File: src/rtl/esa_pkg.sv
// esa_pkg: shared types and constants for the encoder speed averager
// no dependencies
package esa_pkg;

  localparam int unsigned HISTORY_DEPTH_DEF = 4;
  localparam logic [15:0] CPR_RESET = 16'd4096;
  localparam logic [13:0] SPS_RESET = 14'd200;
  localparam logic [5:0] SECONDS_PER_MINUTE = 6'd60;

  // configuration register indexes
  localparam logic [1:0] REG_SAMPLE_INTERVAL = 2'd0;
  localparam logic [1:0] REG_CPR_A = 2'd1;
  localparam logic [1:0] REG_CPR_B = 2'd2;
  localparam logic [1:0] REG_SPS = 2'd3;

  // start command from the controller to each lane
  typedef struct packed {
    logic        start;
    logic [15:0] cpr;
    logic [13:0] sps;
  } lane_cmd_t;

  // lane status back to the merge stage
  typedef struct packed {
    logic        done;
    logic [15:0] rpm;
  } lane_sts_t;

endpackage

File: src/rtl/esa_lane.sv
// esa_lane: one wheel's delta, history ring, mean and rpm divider
// depends on esa_pkg
module esa_lane
  import esa_pkg::*;
#(
  parameter int unsigned HISTORY_DEPTH = HISTORY_DEPTH_DEF
) (
  input  logic        clk,
  input  logic        rst,
  input  logic        tick,
  input  logic        sample,
  input  logic [15:0] count,
  input  logic        down,
  input  logic        wrapped,
  input  logic [15:0] cpr,
  input  lane_cmd_t   cmd,
  output logic [15:0] delta,
  output lane_sts_t   sts
);

  localparam int unsigned SW = (HISTORY_DEPTH > 1) ? $clog2(HISTORY_DEPTH) : 1;
  localparam int unsigned SUMW = 16 + SW + 1;
  localparam int unsigned PW = SUMW + 20;
  localparam logic [SW:0] DEPTH_M1 = (SW + 1)'(HISTORY_DEPTH - 1);
  localparam logic [6:0] DIV_STEPS = 7'(PW);
  // reciprocal of the depth, exact for any sum magnitude below 2^SUMW
  localparam int unsigned MSH = SUMW + SW;
  localparam logic [MSH:0] MEAN_RECIP =
    (MSH + 1)'(((64'd1 << MSH) + 64'(HISTORY_DEPTH) - 64'd1) / 64'(HISTORY_DEPTH));

  typedef enum logic [2:0] {S_IDLE, S_SUM, S_MEAN, S_MUL, S_DIV, S_DONE} st_t;

  st_t st;
  logic [15:0] prev_count;
  logic [15:0] wrap_total;
  logic        first_sample;
  logic [15:0] hist [HISTORY_DEPTH];
  logic [SW-1:0] slot;
  logic [SW:0]   idx;
  logic signed [SUMW-1:0] sum;
  logic signed [SUMW-1:0] mean;
  logic        neg;
  logic [PW-1:0] quo;
  logic [16:0]   rem;
  logic [6:0]    steps;
  logic [15:0] dcpr;
  logic [13:0] dsps;
  logic [15:0] rpm;
  logic        done;

  logic [15:0] wrap_now;
  logic [31:0] weight;
  logic [15:0] diff;
  logic [15:0] delta_next;
  logic [15:0] mag;
  logic [16:0] rem_sh;
  logic [SW-1:0] slot_next;
  logic [SUMW-1:0] sum_mag;
  logic [SUMW+MSH:0] mean_prod;

  // wrap total including this tick's flag
  assign wrap_now = (wrapped && wrap_total != 16'hFFFF) ? wrap_total + 16'd1 : wrap_total;
  assign weight = wrap_now * cpr;
  assign diff = count - prev_count;
  assign delta_next = first_sample ? 16'd0 :
                      (down ? weight[15:0] - diff : weight[15:0] + diff);
  assign mag = mean[SUMW-1] ? 16'(-mean) : 16'(mean);
  assign rem_sh = {rem[15:0], quo[PW-1]};
  assign slot_next = (SW'(slot) == DEPTH_M1[SW-1:0]) ? '0 : slot + SW'(1);

  // magnitude of the history sum scaled by the depth reciprocal
  assign sum_mag = sum[SUMW-1] ? SUMW'(-sum) : SUMW'(sum);
  assign mean_prod = (SUMW + MSH + 1)'(sum_mag) * (SUMW + MSH + 1)'(MEAN_RECIP);

  // sample bookkeeping
  always_ff @(posedge clk) begin
    if (rst) begin
      prev_count <= '0;
      wrap_total <= '0;
      first_sample <= 1'b1;
      slot <= '0;
      delta <= '0;
      for (int i = 0; i < HISTORY_DEPTH; i++) hist[i] <= '0;
    end else if (tick) begin
      if (sample) begin
        wrap_total <= '0;
        prev_count <= count;
        first_sample <= 1'b0;
        delta <= delta_next;
        hist[slot] <= delta_next;
        slot <= (HISTORY_DEPTH > 1) ? slot_next : '0;
      end else begin
        wrap_total <= wrap_now;
      end
    end
  end

  // sum, mean, product, restoring divide
  always_ff @(posedge clk) begin
    if (rst) begin
      st <= S_IDLE;
      done <= 1'b0;
    end else begin
      done <= 1'b0;
      case (st)
        S_IDLE: begin
          if (cmd.start) begin
            dcpr <= cmd.cpr;
            dsps <= cmd.sps;
            sum <= '0;
            idx <= '0;
            st <= S_SUM;
          end
        end
        S_SUM: begin
          sum <= sum + SUMW'($signed(hist[idx[SW-1:0]]));
          if (idx == DEPTH_M1) st <= S_MEAN;
          idx <= idx + 1'b1;
        end
        S_MEAN: begin
          // truncated toward zero
          mean <= sum[SUMW-1] ? -mean_prod[MSH +: SUMW] : mean_prod[MSH +: SUMW];
          st <= S_MUL;
        end
        S_MUL: begin
          neg <= mean[SUMW-1];
          quo <= PW'(32'(mag) * 32'(dsps)) * PW'(SECONDS_PER_MINUTE);
          rem <= '0;
          steps <= DIV_STEPS;
          st <= (dcpr == 16'd0) ? S_DONE : S_DIV;
          if (dcpr == 16'd0) rpm <= '0;
        end
        S_DIV: begin
          if (rem_sh >= {1'b0, dcpr}) begin
            rem <= rem_sh - {1'b0, dcpr};
            quo <= {quo[PW-2:0], 1'b1};
          end else begin
            rem <= rem_sh;
            quo <= {quo[PW-2:0], 1'b0};
          end
          steps <= steps - 7'd1;
          if (steps == 7'd1) st <= S_DONE;
        end
        S_DONE: begin
          if (dcpr != 16'd0) rpm <= neg ? -quo[15:0] : quo[15:0];
          done <= 1'b1;
          st <= S_IDLE;
        end
        default: st <= S_IDLE;
      endcase
    end
  end

  assign sts = '{done: done, rpm: rpm};

endmodule

File: src/rtl/encoder_speed_averager.sv
// encoder_speed_averager: top level with countdown, two lanes and result merge
// depends on esa_pkg and esa_lane
//
// channel   direction  handshake      payload
// in        input      valid/stall    count_a count_b down_a down_b wrapped_a wrapped_b
// out       output     valid/stall    delta_a delta_b rpm_a rpm_b
// cfg       input      valid/ready    index data
//
// a tick that is not a sample is taken without stalling and gives no result.
// a sample tick raises out_valid after the serial history sum, mean and product
// steps, then the bit-serial divider in each lane; zero counts per revolution
// skips the divider.
// reset (rst, synchronous) restores register defaults and clears all history.
// a held result parks in the output register; the next item is taken only once it is gone.
module encoder_speed_averager
  import esa_pkg::*;
#(
  parameter int unsigned HISTORY_DEPTH = HISTORY_DEPTH_DEF
) (
  input  logic        clk,
  input  logic        rst,
  input  logic        in_valid,
  output logic        in_stall,
  input  logic [15:0] count_a,
  input  logic [15:0] count_b,
  input  logic        down_a,
  input  logic        down_b,
  input  logic        wrapped_a,
  input  logic        wrapped_b,
  output logic        out_valid,
  input  logic        out_stall,
  output logic signed [15:0] delta_a,
  output logic signed [15:0] delta_b,
  output logic signed [15:0] rpm_a,
  output logic signed [15:0] rpm_b,
  input  logic        cfg_valid,
  output logic        cfg_ready,
  input  logic [1:0]  cfg_index,
  input  logic [15:0] cfg_data
);

  logic [15:0] sample_interval, cpr_a, cpr_b;
  logic [13:0] sps;
  logic [15:0] countdown;
  logic        busy;
  logic        got_a, got_b;
  logic        tick, sample;
  lane_cmd_t   cmd_a, cmd_b;
  lane_sts_t   sts_a, sts_b;
  logic [15:0] d_a, d_b;

  assign cfg_ready = 1'b1;
  assign in_stall = busy || out_valid;
  assign tick = in_valid && !in_stall;
  assign sample = (countdown == 16'd0);

  assign cmd_a = '{start: tick && sample, cpr: cpr_a, sps: sps};
  assign cmd_b = '{start: tick && sample, cpr: cpr_b, sps: sps};

  // configuration registers
  always_ff @(posedge clk) begin
    if (rst) begin
      sample_interval <= '0;
      cpr_a <= CPR_RESET;
      cpr_b <= CPR_RESET;
      sps <= SPS_RESET;
    end else if (cfg_valid) begin
      case (cfg_index)
        REG_SAMPLE_INTERVAL: sample_interval <= cfg_data;
        REG_CPR_A: cpr_a <= cfg_data;
        REG_CPR_B: cpr_b <= cfg_data;
        REG_SPS: sps <= cfg_data[13:0];
        default: ;
      endcase
    end
  end

  // sample countdown and result merge
  always_ff @(posedge clk) begin
    if (rst) begin
      countdown <= '0;
      busy <= 1'b0;
      got_a <= 1'b0;
      got_b <= 1'b0;
      out_valid <= 1'b0;
    end else begin
      if (out_valid && !out_stall) out_valid <= 1'b0;
      if (tick) begin
        if (sample) begin
          countdown <= sample_interval;
          busy <= 1'b1;
        end else begin
          countdown <= countdown - 16'd1;
        end
      end
      if (sts_a.done) rpm_a <= sts_a.rpm;
      if (sts_b.done) rpm_b <= sts_b.rpm;
      if (busy && (got_a || sts_a.done) && (got_b || sts_b.done)) begin
        busy <= 1'b0;
        got_a <= 1'b0;
        got_b <= 1'b0;
        out_valid <= 1'b1;
        delta_a <= d_a;
        delta_b <= d_b;
      end else begin
        if (sts_a.done) got_a <= 1'b1;
        if (sts_b.done) got_b <= 1'b1;
      end
    end
  end

  esa_lane #(.HISTORY_DEPTH(HISTORY_DEPTH)) u_lane_a (
    .clk(clk), .rst(rst), .tick(tick), .sample(sample),
    .count(count_a), .down(down_a), .wrapped(wrapped_a), .cpr(cpr_a),
    .cmd(cmd_a), .delta(d_a), .sts(sts_a)
  );

  esa_lane #(.HISTORY_DEPTH(HISTORY_DEPTH)) u_lane_b (
    .clk(clk), .rst(rst), .tick(tick), .sample(sample),
    .count(count_b), .down(down_b), .wrapped(wrapped_b), .cpr(cpr_b),
    .cmd(cmd_b), .delta(d_b), .sts(sts_b)
  );

endmodule
File: config.mk
export PLATFORM = sky130hd
export DESIGN_NAME = encoder_speed_averager
export DESIGN_NICKNAME = d
export VERILOG_FILES = /design/src/rtl/esa_pkg.sv /design/src/rtl/esa_lane.sv /design/src/rtl/encoder_speed_averager.sv
export SDC_FILE = /design/constraint.sdc
export NUM_CORES = 2
export LEC_CHECK = 0
export BUFFER_PORTS_ARGS = -buffer_cell sky130_fd_sc_hd__buf_4
export CORE_MARGIN = 1
export CORE_UTILIZATION = 35
export DETAILED_ROUTE_END_ITERATION = 8
export PLACE_DENSITY = 0.52
export SLEW_MARGIN = 20
export SYNTH_ARGS = -nofsm -noshare
export SYNTH_HDL_FRONTEND = slang
export SYNTH_SLANG_ARGS = --single-unit
File: constraint.sdc
create_clock -name clk -period 33.6 [get_ports clk]
set_clock_uncertainty 0.2 [all_clocks]
set_input_delay 3.36 -clock clk [delete_from_list [all_inputs] [get_ports clk]]
set_output_delay 3.36 -clock clk [all_outputs]
set_load 0.005 [all_outputs]
==> flow_summary.yaml <==
cts:
  clk_pin_slew_ps: 60
  post_cts_buffers: 0
  cts_resized: 0
  clk_path_buf_depth: 3
  cts-root-buf: "clkbuf_16"
  cts.sinks: 683
  clk_latency_ps: 720
  cts_tree: "yes"
  ctsHoldBuffers: 0
  htree_levels: 3
  cts_made_buffers: 79
finish:
  layout_common_cells: "inv_1, nand2_1, fa_1"
  layout.nets: 7929
  layout_commonest_cell: "inv_1"
  fill_cells: 17948
  areaGrowthSynthToFinish_pct: 10.1
  seq_area_sq_um: 18600
  multiInputGateArea_sq_um: 40100
  drive_gt1_share_pct: 6.34
sta:
  worst_pin_slew_ps: 1170
  fin_tns_setup_ps: 0
  setup_violations: 0
  max_slew_margin_pct: 21.9
  finalMaxSlewViolations: 0
  min_period_ps: 11710
  finalCritPeriodShare_pct: 34.9
  rsz0062_at_grt: "false"
  finalHoldViolCount: 0
  fmax_mhz: 85.4
die:
  die-area_sq_um: 182000
  die_w_microns: 427
  num_rows: 155
  fp.dieH_microns: 427
  core_area_sq_um: 179000
  initial_core_util_pct: 35.3
  boundaryPins: 126
detailed_routing:
  routed_via_density: 4.98
  drt_iter0_drc: 2340
  route.detailed.drc: 0
  routed-wl-met3_mm: 5.41
  top_layer_used: "met4"
  dr.pass1.iters: 6
  drtAntennaViolNets: 0
  drt-total-wl_mm: 159
  vias: 45780
  wl_met2_mm: 78.2
  met1Wirelength_mm: 72.3
  wire_per_inst_microns: 17.3
yosys:
  synthArstFlopShare_pct: 0
  synth_fp_nets: 7891
  yosysSeqAreaShare_pct: 29.4
  synth_ff_type: "edfxtp_1"
  synth_area_leaders: "edfxtp_1, fa_1, ha_1, dfxtp_1, inv_1"
  yosys_warnings: 0
  yosysTopAreaCellShare_pct: 23.2
  synth_edf_count: 488
  synth_area_per_cell_sq_um: 9.39
  yosysUniqueCellTypes: 86
  synth_area_sq_um: 63100
  syn_inst: 6723
  synth_seq_cells: 683
  synth_top_area_cell: "edfxtp_1"
placement:
  dp_hpwl_mm: 119
  place.gp.congestion: 0.858
  numPortBuffers: 124
setup_path:
  cp-startpoint: "u_lane_a.mean[0]"
  required_ps: 33840
  crit_fanout: 18
  slowest_stage: "edfxtp_1"
  criticalPathCategory: "flop to flop"
  max_stage_delay_ps: 830
  start_kind: "flop"
  reg2reg_from: "u_lane_a.mean[0]"
  end_kind: "flop"
  critical-path-top-delay-family: "adder cells"
  cp.buffers_inverters: 8
  worstPathArrival_ps: 11950
  crit_top_cell: "fa_1"
global_routing:
  grt.total_usage_pct: 17.7
  grt_pass1_wl_mm: 257
  antenna_found_initial: 9
  grt_max_degree: 91
  gr-total-overflow: 0
  grt_pass1_vias: 47011
hold_path:
  hold_path_startpoint: "u_lane_b.rpm[1]"
  holdCritPathClass: "flop to flop"
outcome:
  status: "complete, no violations"
job:
  drv.max_cap_violation_count: 0
## metrics by stage
step | hold slack (ps) | std cells | setup WS, ps | area [sq um] | util, %
detailed placement | 205 | 9035 | 21890 | 66800 | 37.4
global route | 224 | 9184 | 21000 | 69500 | 38.9
global placement | 204 | 9035 | 22060 | 66800 | 37.4
CTS | 218 | 9181 | 21850 | 69500 | 38.9
floorplan | 200 | 6723 | 22720 | 63100 | -
finish | 216 | 9185 | 21890 | 69500 | 38.9
## registers in the layout, summed over array words and instances, names as in the netlist, 17 cells and up, named ones only
register,flops
u_lane_a.hist,64
u_lane_b.hist,64
u_lane_a.quo,39
u_lane_b.quo,39
u_lane_a.sum,19
u_lane_b.sum,19
u_lane_a.mean,17
u_lane_b.mean,17
## cell usage after synthesis, types with 31 or more instances
| cell | number |
|---|---|
| o21ai_0 | 210 |
| dfxtp_1 | 195 |
| nand3_1 | 94 |
| xor2_1 | 139 |
| or3_1 | 40 |
| fa_1 | 594 |
| o31ai_1 | 37 |
| ha_1 | 515 |
| a21oi_1 | 387 |
| nor3_1 | 103 |
| o21a_1 | 32 |
| mux4_2 | 32 |
| a21o_1 | 85 |
| nor2b_1 | 55 |
| xnor2_1 | 277 |
| nor2_1 | 409 |
| and3_1 | 40 |
| edfxtp_1 | 488 |
| nor4_1 | 41 |
| inv_1 | 985 |
| nand2_1 | 909 |
| nand2b_1 | 48 |
| and2_1 | 348 |
| clkbuf_1 | 222 |
| o21bai_1 | 31 |
## cell families (layout without fill, tap and decap cells)
family	count (synthesis)	count (layout)	synth area share (%)
AOI/OAI and AO/OA	976	976	9.41
xor gates and xnor gates	431	431	6.33
adders and majority gates	1121	1121	29.2
buffers and inverters	1227	1330	7.34
DFF	683	683	29.4
muxes	57	57	1.56
other	1	5	0.00594
and+or+nand+nor	2227	2227	16.7
## final cells by class
type                       count  share of cell area (%)
multi-input combinational   4813                    57.7
sequential                   683                    26.7
inverter                     986                    5.32
tap                         2355                    4.24
clock buffer                 101                    3.10
timing repair buffer         198                    2.16
clock inverter                45                   0.799
antenna                        4                  0.0144
## per-layer routing
layer	up-vias	GRT usage, %
met5	-	0
met3	177	1.91
met4	0	3.82
li1	22168	-
met1	22717	23.5
met2	718	31.0
## path summary, 6_finish.rpt
kind / end / slack, ps / depth (start not counted)
min: rpm_b[1] / 220 / 0
max reg2reg: u_lane_a.quo[35] / 21890 / 42
min reg2reg: rpm_b[1] / 220 / 0
max: u_lane_a.quo[35] / 21890 / 42
## worst register-to-register path, delay by kind of cell, from the launching register on
kind / cells / cell delay, ps
fa+ha+maj: 10 / 4540
compound gates: 15 / 2930
xor+xnor: 5 / 1270
simple gates: 4 / 890
flops: 1 / 830
buf+inv: 8 / 790
Power is not shown: default switching activity piles up to over one toggle a cycle in this logic, so the estimate is an artifact.
